## src/rtl/mrc_pkg.sv

```systemverilog
`timescale 1ns / 1ps
// shared types, codes and crc-16 step for the modbus rtu response checker
// no dependencies
package mrc_pkg;

    localparam int ByteW   = 8;
    localparam int PosW    = 9;
    localparam int StatusW = 3;
    localparam int LenW    = 9;
    localparam int CrcW    = 16;
    localparam int CfgIdxW = 1;

    localparam logic [CrcW-1:0]  CrcInit      = 16'hFFFF;
    localparam logic [CrcW-1:0]  CrcPoly      = 16'hA001;
    localparam logic [ByteW-1:0] MaxDataCount = 8'd252;

    localparam logic [CfgIdxW-1:0] RegDeviceId = 1'd0;
    localparam logic [CfgIdxW-1:0] RegFunction = 1'd1;

    localparam logic [ByteW-1:0] DeviceIdReset = 8'd1;
    localparam logic [ByteW-1:0] FunctionReset = 8'd3;

    localparam logic [StatusW-1:0] StatOk        = 3'd0;
    localparam logic [StatusW-1:0] StatBadDevice = 3'd1;
    localparam logic [StatusW-1:0] StatBadFunc   = 3'd2;
    localparam logic [StatusW-1:0] StatCrcErr    = 3'd3;
    localparam logic [StatusW-1:0] StatCountErr  = 3'd4;

    typedef struct packed {
        logic               emit;
        logic [StatusW-1:0] status;
        logic [LenW-1:0]    frame_length;
    } t_result;

    function automatic logic [CrcW-1:0] crc_step(input logic [CrcW-1:0] crc,
                                                input logic [ByteW-1:0] b);
        logic [CrcW-1:0] c;
        c = crc ^ {{(CrcW-ByteW){1'b0}}, b};
        for (int i = 0; i < 8; i++) begin
            if (c[0]) begin
                c = (c >> 1) ^ CrcPoly;
            end else begin
                c = c >> 1;
            end
        end
        return c;
    endfunction

endpackage

```

## src/rtl/mrc_core.sv

```systemverilog
`timescale 1ns / 1ps
// frame state and per-byte verdict logic of the modbus rtu response checker
// depends on mrc_pkg
module mrc_core (
    input  logic                      i_clk,
    input  logic                      i_rst_n,
    input  logic                      i_step,
    input  logic [mrc_pkg::ByteW-1:0] i_byte,
    input  logic                      i_start,
    input  logic [mrc_pkg::ByteW-1:0] i_device_id,
    input  logic [mrc_pkg::ByteW-1:0] i_function,
    output mrc_pkg::t_result          o_result
);
    import mrc_pkg::*;

    logic [PosW-1:0]  r_pos,   n_pos;
    logic [ByteW-1:0] r_count, n_count;
    logic [CrcW-1:0]  r_crc,   n_crc;
    logic             r_low,   n_low;
    logic             r_done,  n_done;

    logic [PosW-1:0]  e_pos;
    logic [ByteW-1:0] e_count;
    logic [CrcW-1:0]  e_crc;
    logic             e_low;
    logic             e_done;
    logic [PosW-1:0]  crc_at;
    t_result          res;

    always_comb begin
        e_pos   = i_start ? '0 : r_pos;
        e_count = i_start ? '0 : r_count;
        e_crc   = i_start ? CrcInit : r_crc;
        e_low   = i_start ? 1'b0 : r_low;
        e_done  = i_start ? 1'b0 : r_done;

        n_pos   = e_pos;
        n_count = e_count;
        n_crc   = e_crc;
        n_low   = e_low;
        n_done  = e_done;

        res.emit         = 1'b0;
        res.status       = StatOk;
        res.frame_length = '0;
        crc_at           = '0;

        if (!e_done) begin
            if (e_pos == PosW'(0) && i_byte != i_device_id) begin
                res.emit   = 1'b1;
                res.status = StatBadDevice;
            end else if (e_pos == PosW'(1) && i_byte != i_function) begin
                res.emit   = 1'b1;
                res.status = StatBadFunc;
            end else if (e_pos == PosW'(2) && i_byte > MaxDataCount) begin
                n_count    = i_byte;
                res.emit   = 1'b1;
                res.status = StatCountErr;
            end else begin
                if (e_pos == PosW'(2)) begin
                    n_count = i_byte;
                end
                crc_at = PosW'(3) + {1'b0, n_count};
                if (e_pos < crc_at) begin
                    n_crc = crc_step(e_crc, i_byte);
                    n_pos = e_pos + PosW'(1);
                end else if (e_pos == crc_at) begin
                    n_low = (i_byte == e_crc[ByteW-1:0]);
                    n_pos = e_pos + PosW'(1);
                end else if (e_low && i_byte == e_crc[CrcW-1:ByteW]) begin
                    res.emit         = 1'b1;
                    res.status       = StatOk;
                    res.frame_length = crc_at + LenW'(2);
                end else begin
                    res.emit   = 1'b1;
                    res.status = StatCrcErr;
                end
            end
            if (res.emit) begin
                n_done = 1'b1;
            end
        end
    end

    always_ff @(posedge i_clk) begin
        if (!i_rst_n) begin
            r_pos   <= '0;
            r_count <= '0;
            r_crc   <= CrcInit;
            r_low   <= 1'b0;
            r_done  <= 1'b1;
        end else if (i_step) begin
            r_pos   <= n_pos;
            r_count <= n_count;
            r_crc   <= n_crc;
            r_low   <= n_low;
            r_done  <= n_done;
        end
    end

    assign o_result = res;

endmodule

```

## src/rtl/modbus_rtu_response_checker_top.sv

```systemverilog
`timescale 1ns / 1ps
// datapath: a byte is registered, judged by the core when it can advance, and its
// result registered; a held result register stalls the judging of the next byte
// throughput: one byte per cycle unless stalled by i_out_ready, with a combinational crc step
// reset: synchronous active low, clears handshakes and frame state, loads
// register defaults device id 1 and function 3; depends on mrc_pkg, mrc_core
module modbus_rtu_response_checker_top (
    input  logic                          i_clk,
    input  logic                          i_rst_n,
    input  logic                          i_cfg_wr_en,
    input  logic [mrc_pkg::CfgIdxW-1:0]   i_cfg_index,
    input  logic [mrc_pkg::ByteW-1:0]     i_cfg_wdata,
    input  logic                          i_in_valid,
    output logic                          o_in_ready,
    input  logic [mrc_pkg::ByteW-1:0]     i_rx_byte,
    input  logic                          i_frame_start,
    output logic                          o_out_valid,
    input  logic                          i_out_ready,
    output logic [mrc_pkg::StatusW-1:0]   o_status,
    output logic [mrc_pkg::LenW-1:0]      o_frame_length
);
    import mrc_pkg::*;

    logic [ByteW-1:0]   r_device_id;
    logic [ByteW-1:0]   r_function;
    logic               r_in_valid;
    logic [ByteW-1:0]   r_in_byte;
    logic               r_in_start;
    logic               r_out_valid;
    logic [StatusW-1:0] r_out_status;
    logic [LenW-1:0]    r_out_length;
    logic               advance;
    t_result            result;

    // config registers
    always_ff @(posedge i_clk) begin
        if (!i_rst_n) begin
            r_device_id <= DeviceIdReset;
            r_function  <= FunctionReset;
        end else if (i_cfg_wr_en) begin
            unique case (i_cfg_index)
                RegDeviceId: r_device_id <= i_cfg_wdata;
                RegFunction: r_function  <= i_cfg_wdata;
                default: ;
            endcase
        end
    end

    assign advance    = r_in_valid && (!r_out_valid || i_out_ready);
    assign o_in_ready = !r_in_valid || advance;

    // request input register
    always_ff @(posedge i_clk) begin
        if (!i_rst_n) begin
            r_in_valid <= 1'b0;
        end else if (o_in_ready) begin
            r_in_valid <= i_in_valid;
        end
    end

    always_ff @(posedge i_clk) begin
        if (i_in_valid && o_in_ready) begin
            r_in_byte  <= i_rx_byte;
            r_in_start <= i_frame_start;
        end
    end

    mrc_core u_core (
        .i_clk       (i_clk),
        .i_rst_n     (i_rst_n),
        .i_step      (advance),
        .i_byte      (r_in_byte),
        .i_start     (r_in_start),
        .i_device_id (r_device_id),
        .i_function  (r_function),
        .o_result    (result)
    );

    // result register
    always_ff @(posedge i_clk) begin
        if (!i_rst_n) begin
            r_out_valid <= 1'b0;
        end else if (advance && result.emit) begin
            r_out_valid <= 1'b1;
        end else if (i_out_ready) begin
            r_out_valid <= 1'b0;
        end
    end

    always_ff @(posedge i_clk) begin
        if (advance && result.emit) begin
            r_out_status <= result.status;
            r_out_length <= result.frame_length;
        end
    end

    assign o_out_valid    = r_out_valid;
    assign o_status       = r_out_status;
    assign o_frame_length = r_out_length;

endmodule
```

## config.mk

```make
export PLATFORM = sky130hd
export DESIGN_NAME = modbus_rtu_response_checker_top
export DESIGN_NICKNAME = d
export VERILOG_FILES = /design/src/rtl/mrc_pkg.sv /design/src/rtl/mrc_core.sv /design/src/rtl/modbus_rtu_response_checker_top.sv
export SDC_FILE = /design/constraint.sdc
export NUM_CORES = 1
export LEC_CHECK = 0
export ABC_AREA = 0
export BUFFER_PORTS_ARGS = -buffer_cell sky130_fd_sc_hd__buf_2
export CORE_UTILIZATION = 40
export DETAILED_ROUTE_END_ITERATION = 10
export GPL_ROUTABILITY_DRIVEN = 0
export PLACE_DENSITY = 0.57
export SYNTH_ARGS = -nofsm -noshare
export SYNTH_HDL_FRONTEND = slang
export SYNTH_SLANG_ARGS = --single-unit
```

## constraint.sdc

```tcl
create_clock -name i_clk -period 7.4 [get_ports i_clk]
set_input_delay 1.48 -clock i_clk [delete_from_list [all_inputs] [get_ports i_clk]]
set_output_delay 1.48 -clock i_clk [all_outputs]
set_load 0.1 [all_outputs]
```

# After elaboration in Yosys (flattened, before gate mapping)
# Index checks and enable logic that the tools add are counted.
# word_totals
ff_bits	74
input_bits	23
word_cells	142
output_inout_bits	14
# op_classes
mux	90
n_reduce_logical	16
addsub	3
n_eq_ne	7
order_cmp	2
n_bitwise	11
# ops
op	count
$mux W16	49
$mux W9	11
$mux W8	10
$mux W13	3
$not A2 Y3	8
$eq A8 B8 Y1	2
$mux W4	4
$ne A8 B8 Y1	2
$xor A16 B8 Y16	1
$mux W1	12
$add A2 B8 Y9 const A	1
$add A9 B1 Y9 const B	1
$add A9 B2 Y9 const B	1
$eq A9 B1 Y1 const B	1
$eq A9 B2 Y1 const B	1
$eq A9 B9 Y1	1
$logic_not A9 Y1	1
$lt A9 B9 Y1	1
$gt A8 B8 Y1 const B	1
$logic_and A1 B1 Y1	7
$reduce_or A7 Y1	1
$reduce_and A2 Y1	2
$logic_not A1 Y1	2
$logic_or A1 B1 Y1	2
3 further kinds	4

# Depth between registers and ports, before layout
# Gate-level depths: netlist of the first run.
# depth
ltp_word	63
mapped_depth	23
depth_no_buf	20

# Cells and area by module
# From an unflattened synthesis of the first run, not the netlist that was laid out.
# unflattened
cells_unflattened	503
area_unflattened_um2	4538.1
# by_module_without_submodules
module	cells_each	n_inst	area_per_inst_um2
mrc_core	404	1	3178.0
modbus_rtu_response_checker_top	99	1	1360.1

# Worst setup path before layout of the first run
# OpenSTA, ideal clock, no wires.
# synth_timing
path_kind	reg2reg
start	register r_in_start
end	register u_core.r_crc[7]
path_buffers	5
arrival_ns	5.633
setup_ns	0.072
t_required_ns	7.328
setup_slack_ns	1.695
path_stages_with_launch	22
path_cell_list	edfxtp_1 clkbuf_1 buf_1 clkbuf_1 nor2b_1 ha_1 or4b_4 o21ai_4 clkbuf_1 mux2_2 xnor2_1 ha_1 o21ai_1 a211oi_1 o41ai_1 a21o_1 o32ai_1 nor3_2 a21oi_1 o21ai_1 clkbuf_1 a2bb2oi_1
# synth_via
elab_chain_cells	51
# synth_lines
item	line	source
from (decl)	modbus_rtu_response_checker_top.sv:28	logic r_in_start;
from (signal assigned)	modbus_rtu_response_checker_top.sv:64	r_in_start <= i_frame_start;
$mux W16	mrc_core.sv:33	e_crc = i_start ? CrcInit : r_crc;
$xor A16 B8 Y16	mrc_pkg.sv:38	c = crc ^ {{(CrcW-ByteW){1'b0}}, b};
$mux W16 / $not A2 Y3 (equally long branches)	n/a	
$mux W16, on equally long branches	mrc_core.sv:64, mrc_pkg.sv:40	
$mux W16, on equally long branches	mrc_core.sv:55, mrc_core.sv:64	
$mux W16, on equally long branches	mrc_core.sv:52, mrc_core.sv:55	
$mux W16, on equally long branches	mrc_core.sv:49, mrc_core.sv:52	
$mux W16, on equally long branches	mrc_core.sv:48, mrc_core.sv:49	
(+35 left out)	n/a	
$mux W16	mrc_core.sv:49	if (e_pos == PosW'(0) && i_byte != i_device_id) begin
$mux W16	mrc_core.sv:48	if (!e_done) begin
$mux W16	mrc_pkg.sv:40	if (c[0]) begin
$mux W16	mrc_core.sv:64	if (e_pos < crc_at) begin
$mux W16	mrc_core.sv:55	end else if (e_pos == PosW'(2) && i_byte > MaxDataCount) begin
$mux W16	mrc_core.sv:52	end else if (e_pos == PosW'(1) && i_byte != i_function) begin
$mux W16	mrc_core.sv:49	
$mux W16 *	mrc_core.sv:48	
to (signal assigned)	mrc_core.sv:89	r_crc <= CrcInit;
to (signal assigned)	mrc_core.sv:95	r_crc <= n_crc;
to (decl)	mrc_core.sv:18	logic [CrcW-1:0] r_crc, n_crc;
# Mark *: on every way between the ends. The rest lies on a longest branch, timed or not. The select of a mux whose other input is x is not followed.
# A chain may end at the register's enable or synchronous reset.

# Worst setup path after layout of the first run
# layout_timing
start	register r_in_start
end	register u_core.r_pos[8]
# layout_via
elab_chain_cells	15
# layout_lines
item	line	source
parallel branches: the longest is 14 deep, another holds $add A2 B8 Y9	n/a	
$mux W9 *	mrc_core.sv:48	
to (signal assigned)	mrc_core.sv:93	r_pos <= n_pos;
to (decl)	mrc_core.sv:16	logic [PosW-1:0] r_pos, n_pos;
# Every way passes the cells marked *. The select of a mux whose other input is x is not followed.

==> flow_summary.yaml, run 1 <==
synth:
  synth_cells: 507
  postSynth.asyncResetShare_pct: 0
  synth_ff_type: "dfxtp_1"
  ys_seq_elements: 74
  yosys.cell_types.count: 66
  synth_edf_count: 21
  syn_area_per_cell_um2: 8.75
  yosysWarnings: 0
  netlist_area_um2: 4440
  syn_nets: 546
  seq_area_frac_synth_pct: 38.1
pwr:
  power.leakage_nw: 1.86
  power.total_uw: 844
  p_per_area_nw_per_um2: 172
  irDropWorstVdd_uv: 114
global_routing:
  grt_max_degree: 31
  first_global_vias: 3515
  grt-ovfl-total: 0
  antenna_found_initial: 0
  grt_usage_pct: 21.4
  grt_pass1_wl_mm: 18.5
detailed_routing:
  first_iter_violations: 232
  drc: 0
  vias_per_cell: 5.59
  post_drt_wl_per_cell_um: 16.7
  firstDrtPassIters: 5
  vias: 3781
  drt_wl_total_mm: 11.3
  drtAntennaViolNets: 0
sta:
  finalCritPeriodShare_pct: 85.3
  final-hold-violation-count: 0
  slew_headroom_pct: 37.6
  hold_ws_ns: 0.470
  drv_slew: 0
  layout_min_cycle_time_ns: 6.31
  fin_worst_skew_ns: 0.0141
  fmax_mhz: 158
  tns_ns: 0
  setup_viol: 0
  worstMarginPinSlew_ns: 0.932
  rsz0062_at_grt: "no"
placed_design:
  portBuffers: 36
  hpwlAfterDp_mm: 8.32
  post_dp_cell_area_um2: 4710
outcome:
  status: "finished clean"
die:
  die_area_um2: 11500
  die_h_um: 107
  core_um2: 10800
  die-width_um: 107
  num_rows: 38
  start_util_pct: 40.9
  pin_count: 37
layout:
  nNetsFinal: 570
  fin_util_pct: 45.3
  syn2layout_area_growth_pct: 10.6
  num_antenna_cells: 0
  drive_above_1_share_pct: 12.9
  design_area_um2: 4910
setup_path:
  arrival_ns: 6.62
  cp_max_fo: 17
  path_class: "flip-flop to flip-flop"
  crit_path_end_kind: "flip-flop"
  required_ns: 7.71
  cp-start-kind: "flip-flop"
clocking:
  htreeDepth: 3
  clk_latency_ns: 0.38
  cts_setup_buffers: 0
  ctsResizeCount: 0
  cts_buffers: 9
  clock_sinks: 74
  clock_path_buffers: 2
  cts_hold_buf: 0
  cts_tree: "done"
  cts_root_buf: "clkbuf_8"
  clk_pin_slew_worst_paths_ns: 0.08
run:
  maxCapViolCount: 0
worst_hold_path:
  min_path_type: "flip-flop to flip-flop"
## state kept, by name, summed over array words and instances, names as in the netlist
register and flops:
u_core.r_pos 9, r_function 8, r_in_valid 1, r_device_id 8
u_core.r_crc 16, o_status 3, u_core.r_done 1, u_core.r_count 8
r_in_byte 8, r_in_start 1, o_out_valid 1, o_frame_length 9
u_core.r_low 1
## where the power goes
part | leakage, nW | internal [mW] | switching, mW | total, mW
sequential | 0.644 | 0.425 | 0.0150 | 0.440
clock | 0.105 | 0.161 | 0.157 | 0.318
combinational | 1.11 | 0.0334 | 0.0524 | 0.0858
## cell type report
| class | count | area [um2] |
|---|---|---|
| clock buffer | 13 | 180 |
| clock inverter | 3 | 18.8 |
| fill | 1079 | 5930 |
| inverter | 12 | 45.0 |
| multi-input combinational | 395 | 2590 |
| sequential | 74 | 1690 |
| tap | 140 | 175 |
| timing repair buffer | 39 | 203 |
## final timing paths
path	startpoint	to	slack [ns]	cells after the start
max	r_in_start	u_core.r_pos[8]	1.09	19
min	r_device_id[4]	r_device_id[4]	0.47	2
max reg2reg	r_in_start	u_core.r_pos[8]	1.09	19
min reg2reg	r_device_id[4]	r_device_id[4]	0.47	2
## per-stage QoR
step | std cells | worst slack [ns]
2_1_floorplan | 507 | 1.69
3_3_place_gp | 660 | 1.45
3_5_place_dp | 660 | 1.18
4_1_cts | 676 | 1.12
5_1_grt | 676 | 0.651
6_report | 676 | 1.09
## cells by family after synthesis
logic type,count (synthesis),synth area share (%)
and+or+nand+nor,197,22.0
muxes,5,1.21
DFF,74,38.1
xor gates and xnor gates,62,12.9
AOI/OAI and AO/OA,115,17.8
buffers and inverters,38,3.41
adders and majority gates,16,4.51
## Yosys cell counts (all sizes together), types with 8 or more instances
library cell,n,share of area (%)
nor3,8,1.0
nor2,51,4.5
dfxtp,53,24
xor2,32,6.3
a2bb2oi,10,2.0
clkbuf,20,1.7
nand2,65,5.6
a22oi,13,2.2
nand4,8,1.1
nor4,8,1.1
edfxtp,21,14
inv,12,1.0
a21oi,38,4.3
nor2b,15,2.1
ha,16,4.5
nand3,12,1.6
o21ai,11,1.5
xnor2,28,5.5
## placed cells by master (no fill, tap or decap), types with 3 or more instances in the layout
cell type  synthesis  routed
a211oi_1           4       4
a21o_1             5       5
a21oi_1           38      38
a22o_1             3       3
a22o_2             3       3
a22oi_1           13      13
a2bb2oi_1         10      10
a31oi_1            4       4
and2_1             5       5
and3_1             4       4
buf_2              1      36
buf_4              0       3
clkbuf_8           0      11
dfxtp_1           53      53
edfxtp_1          21      21
ha_1              16      16
inv_1             12      12
mux2_2             3       3
nand2_1           64      64
nand3_1           11      11
nand3b_1           3       3
nand4_1            8       8
nor2_1            50      50
nor2b_1           15      15
nor3_1             7       7
nor3b_1            3       3
nor4_1             8       8
o2111ai_1          3       3
o211ai_1           3       3
o21ai_0            5       5
o21ai_1            5       5
o22a_1             3       3
xnor2_1           28      28
xor2_1            32      32
## routing by layer
layer	global-route usage [%]	wire length, um	vias to the layer above
met3	5.33	550	23
met2	32.6	5030	102
met5	0	0	-
met1	28.5	5410	1804
met4	9.98	288	0
li1	-	-	1852
## worst max-delay path: stages (launching register included)
cell and delay, ns:
edfxtp_1 0.61, nor2b_1 0.47, ha_1 0.29, or4b_4 0.50, o21ai_4 0.38, a22o_2 0.34
nand3_4 0.14, nor2b_1 0.20, nand2_1 0.08, a21o_1 0.19, ha_1 0.29, o21ai_1 0.11
a211oi_1 0.07, o41ai_1 0.73, a21o_1 0.14, o32ai_1 0.10, nor3_2 0.57, nor2_1 0.26
or4b_1 0.57, a31oi_1 0.18
No activity file was read; power rests on OpenSTA's default activity.
==> inputs of run 2 (changes only) <==
- CORE_ASPECT_RATIO: not set -> 0.75
- CORE_UTILIZATION: 40 -> 45
- PLACE_DENSITY: 0.57 -> 0.63
==> flow_summary.yaml, run 2 (synthesis gave the netlist of run 1 again) <==
global_routing:
  grt.busiest_layer: "met1"
  grt_max_degree: 46
  grt_pass1_wl_mm: 18.1
  grtUsageMet1_pct: 34.9
  gr-usage-met2_pct: 32.6
  grt_usage_pct: 23.6
  first_global_vias: 3440
  grt-ovfl-total: 0
  antenna_found_initial: 0
  global_route.usage.met3_pct: 7.47
clocking:
  cts_setup_buffers: 0
  clk_pin_slew_worst_paths_ns: 0.06
  cts_root_buf: "clkbuf_16"
  cts_buffers: 9
  cts_hold_buf: 0
  htreeDepth: 3
  clock_path_buffers: 2
  cts_tree: "done"
  ctsResizeCount: 0
  clk_latency_ns: 0.34
  clock_sinks: 74
setup_path:
  crit_path_end_kind: "flip-flop"
  regToRegSetupSlack_ns: 1.06
  cp_max_fo: 45
  crit_start: "r_in_start"
  cpMaxStageDelayCell: "o41ai_1"
  crit_chain: "buf_4 -> inv_1 -> nand2_1 -> ha_1 -> or4b_4 -> o21ai_4 -> a22o_2 -> nand3_4 -> nor2b_1 -> nand2_1 -> a21o_1 -> ha_1 -> o21ai_1 -> a211oi_1 -> o41ai_1 -> a21o_1 -> o32ai_1 -> nor3_2 -> o211ai_1 -> a2111oi_0 -> o21a_1"
  cp-start-kind: "flip-flop"
  crit_end: "u_core.r_pos[6]"
  path_class: "flip-flop to flip-flop"
  required_ns: 7.68
  reg2regPathDepth: 21
  slowest_delay_ns: 0.68
  arrival_ns: 6.62
  regToRegStartpoint: "r_in_start"
  timing.rr.end: "u_core.r_pos[6]"
pwr:
  clockPowerShare_pct: 46.2
  power.internal_uw: 741
  combPwrFrac_pct: 8.9
  p_switching_uw: 239
  irDropWorstVdd_uv: 128
  switching_share_pct: 24.4
  power.leakage_nw: 1.89
  p_per_area_nw_per_um2: 196
  seqPwrFrac_pct: 44.9
layout:
  largest_register_ffs: 16
  top_register: "u_core.r_crc"
  fin_util_pct: 53.7
  num_antenna_cells: 0
  final_common_cell: "nand2_1"
  final_cell_mix: "nand2_1 (64), dfxtp_1 (53), nor2_1 (50)"
  syn2layout_area_growth_pct: 12.7
  fillers: 931
  drive_above_1_share_pct: 12.7
  multi_input_area_um2: 2590
  nNetsFinal: 569
  regArea_um2: 1690
outcome:
  status: "finished clean"
sta:
  slew_headroom_pct: 24.3
  finalCritPeriodShare_pct: 85.7
  hold_ws_ns: 0.467
  layout_min_cycle_time_ns: 6.34
  setup_viol: 0
  worstMarginPinSlew_ns: 1.13
  fmax_mhz: 158
  rsz0062_at_grt: "no"
  fin_worst_skew_ns: 0.00389
  final-hold-violation-count: 0
  drv_slew: 0
  tns_ns: 0
die:
  die_area_um2: 10300
  core_um2: 9310
  start_util_pct: 47.7
  num_rows: 30
  die-width_um: 117
  die_h_um: 88.0
  pin_count: 37
placed_design:
  hpwlAfterDp_mm: 8.35
  portBuffers: 36
detailed_routing:
  drtAntennaViolNets: 0
  vias_per_cell: 5.70
  first_iter_violations: 272
  drc: 0
  firstDrtPassIters: 4
  vias: 3776
  post_drt_wl_per_cell_um: 16.9
  drt_wl_total_mm: 11.2
run:
  maxCapViolCount: 0
worst_hold_path:
  min_path_type: "flip-flop to flip-flop"
## run 2: per-layer routing
metal / vias to the layer above / wire length (um)
li1: 1853 / -
met1: 1779 / 5660
met2: 135 / 4470
met3: 9 / 978
met4: 0 / 104
met5: - / 0
## run 2: layout make-up
| type | instances | area share (%) |
|---|---|---|
| well taps | 128 | 3.20 |
| clock buffers | 11 | 5.08 |
| inverters | 12 | 0.901 |
| flip-flops and latches | 74 | 33.8 |
| multi-input cells | 395 | 51.9 |
| clock inverters | 5 | 1.20 |
| repair buffers | 38 | 3.90 |
## run 2: stage by stage
stage / worst slack, ns / instance area (um2) / std cells / total power, mW
floorplan: 1.69 / 4440 / 507 / 0.510
global placement: 1.48 / 4690 / 647 / 0.534
detailed placement: 1.21 / 4690 / 647 / 0.535
CTS: 1.15 / 5000 / 663 / 0.990
global route: 0.558 / 5000 / 663 / 1.01
finish: 1.06 / 5000 / 663 / 0.980
## run 2: worst min path at each step
stage	startpoint	to	slack (ns)	depth (start not counted)
2_1_floorplan	u_core.r_low	u_core.r_low	0.43	2
3_3_place_gp	u_core.r_low	u_core.r_low	0.46	2
3_5_place_dp	r_function[3]	r_function[3]	0.46	2
4_1_cts	r_function[3]	r_function[3]	0.47	2
5_1_grt	r_function[5]	r_function[5]	0.48	2
6_report	r_function[3]	r_function[3]	0.47	2
## run 2: power by group through the flow
stage / registers (mW) / clock network, mW / logic, mW
5_1_grt: 0.441 / 0.478 / 0.0952
6_report: 0.440 / 0.453 / 0.0870
3_3_place_gp: 0.449 / 0 / 0.0858
2_1_floorplan: 0.447 / 0 / 0.0627
4_1_cts: 0.440 / 0.463 / 0.0867
3_5_place_dp: 0.449 / 0 / 0.0861
## run 2: worst max-delay path: cells and delay by family, from the launching register on
kind / cells / cell delay [ns]
compound gates: 11 / 3.11
fa+ha+maj: 2 / 0.51
buf+inv: 2 / 0.60
flops: 1 / 0.34
simple gates: 6 / 1.70
==> inputs of run 3 (changes only) <==
- REMOVE_ABC_BUFFERS: not set -> 1
==> flow_summary.yaml, run 3 (synthesis gave the netlist of run 1 again) <==
worst_hold_path:
  min_path_type: "flip-flop to flip-flop"
  hold_depth: 2
  min_from: "u_core.r_low"
  min_to: "u_core.r_low"
run:
  maxCapViolCount: 0
setup_path:
  regToRegSetupSlack_ns: 1.05
  path_class: "flip-flop to flip-flop"
  crit_path_end_kind: "flip-flop"
  arrival_ns: 6.63
  required_ns: 7.67
  reg2regPathDepth: 19
  cp-start-kind: "flip-flop"
  cp_max_fo: 17
  timing.rr.end: "u_core.r_pos[8]"
  regToRegStartpoint: "r_in_start"
layout:
  fillers: 888
  drive_above_1_share_pct: 13.1
  design_area_um2: 5000
  final_cell_mix: "nand2_1 (64), dfxtp_1 (53), nor2_1 (50)"
  regArea_um2: 1690
  layout.cells.non_filler: 664
  multi_input_area_um2: 2590
  nNetsFinal: 570
  final_common_cell: "nand2_1"
  num_antenna_cells: 0
  largest_register_ffs: 16
  top_register: "u_core.r_crc"
  syn2layout_area_growth_pct: 12.8
  fin_util_pct: 53.8
sta:
  fin_worst_skew_ns: 0.00885
  layout_min_cycle_time_ns: 6.35
  setup_viol: 0
  slew_headroom_pct: 32.0
  final-hold-violation-count: 0
  rsz0062_at_grt: "no"
  tns_ns: 0
  layout_setup_ws_ns: 1.05
  fmax_mhz: 157
  finalCritPeriodShare_pct: 85.9
  worstMarginPinSlew_ns: 1.02
  drv_slew: 0
  hold_ws_ns: 0.466
pwr:
  p_per_area_nw_per_um2: 196
  power.total_uw: 983
  power.leakage_nw: 1.91
  irDropWorstVdd_uv: 138
detailed_routing:
  post_drt_wl_per_cell_um: 16.7
  firstDrtPassIters: 5
  first_iter_violations: 268
  drc: 0
  drtAntennaViolNets: 0
  drt_wl_total_mm: 11.1
  vias: 3768
  vias_per_cell: 5.67
clocking:
  clock_sinks: 74
  cts_hold_buf: 0
  cts_root_buf: "clkbuf_16"
  ctsResizeCount: 0
  cts_buffers: 9
  clk_pin_slew_worst_paths_ns: 0.06
  clk_latency_ns: 0.34
  htreeDepth: 3
  cts_setup_buffers: 0
  cts_tree: "done"
  clock_path_buffers: 2
placed_design:
  post-place-ws_ns: 1.26
  post_dp_cell_area_um2: 4690
  hpwlAfterDp_mm: 8.02
  dp_cells: 648
  portBuffers: 36
global_routing:
  grt_pass1_wl_mm: 18.0
  grt-ovfl-total: 0
  antenna_found_initial: 0
  grt_usage_pct: 23.4
  grt_max_degree: 34
  first_global_vias: 3523
die:
  die_h_um: 88.0
  num_rows: 30
  pin_count: 37
  start_util_pct: 47.7
  die_area_um2: 10300
  core_um2: 9310
  die-width_um: 117
outcome:
  status: "finished clean"
-- run 3: changes by cell type in the layout (fill, tap and decap cells not counted) --
| cell | delta |
|---|---|
| clkbuf_1 | -1 |
| inv_6 | +2 |
| clkbuf_8 | +1 |
| clkinvlp_4 | -2 |
| clkinv_4 | +1 |
| buf_4 | +1 |
| clkbuf_16 | -1 |
-- run 3: worst max path at each step --
stage               startpoint          endpoint  slack (ns)
floorplan           r_in_start   u_core.r_crc[4]        1.52
detailed placement  r_in_start  u_core.r_crc[13]        1.26
CTS                 r_in_start   u_core.r_pos[8]        1.23
finish              r_in_start   u_core.r_pos[8]        1.05
global placement    r_in_start   u_core.r_pos[8]        1.53
global route        r_in_start   u_core.r_pos[6]        0.59
-- run 3: cell type report --
class | instances | area share, %
Multi-Input combinational cell | 395 | 51.9
Timing Repair Buffer | 39 | 4.05
Inverter | 12 | 0.900
Clock buffer | 10 | 4.77
Tap cell | 128 | 3.20
Sequential cell | 74 | 33.8
Clock inverter | 6 | 1.42
-- run 3: critical path, stage by stage (launching register included) --
cell	delay, ns
edfxtp_1	0.64
inv_1	0.22
nand2_1	0.21
ha_1	0.22
or4b_4	0.49
o21ai_4	0.38
a22o_2	0.34
nand3_4	0.14
nor2b_1	0.22
xnor2_1	0.20
ha_1	0.30
o21ai_1	0.19
a211oi_1	0.08
o41ai_1	0.71
a21o_1	0.14
o32ai_1	0.09
nor3_2	0.63
nor2_1	0.28
or4b_1	0.59
a31oi_1	0.17
-- run 3: report_power, final --
part / internal (mW) / switching [mW] / total [mW]
logic: 0.0334 / 0.0538 / 0.0872
registers: 0.426 / 0.0147 / 0.441
clock network: 0.274 / 0.181 / 0.455
-- run 3: per-layer routing --
layer	routed length (um)	up-vias	GRT usage [%]
met5	0	-	0
met4	137	0	6.56
met3	801	15	5.47
met2	4660	146	34.6
met1	5510	1746	34.0
li1	-	1861	-
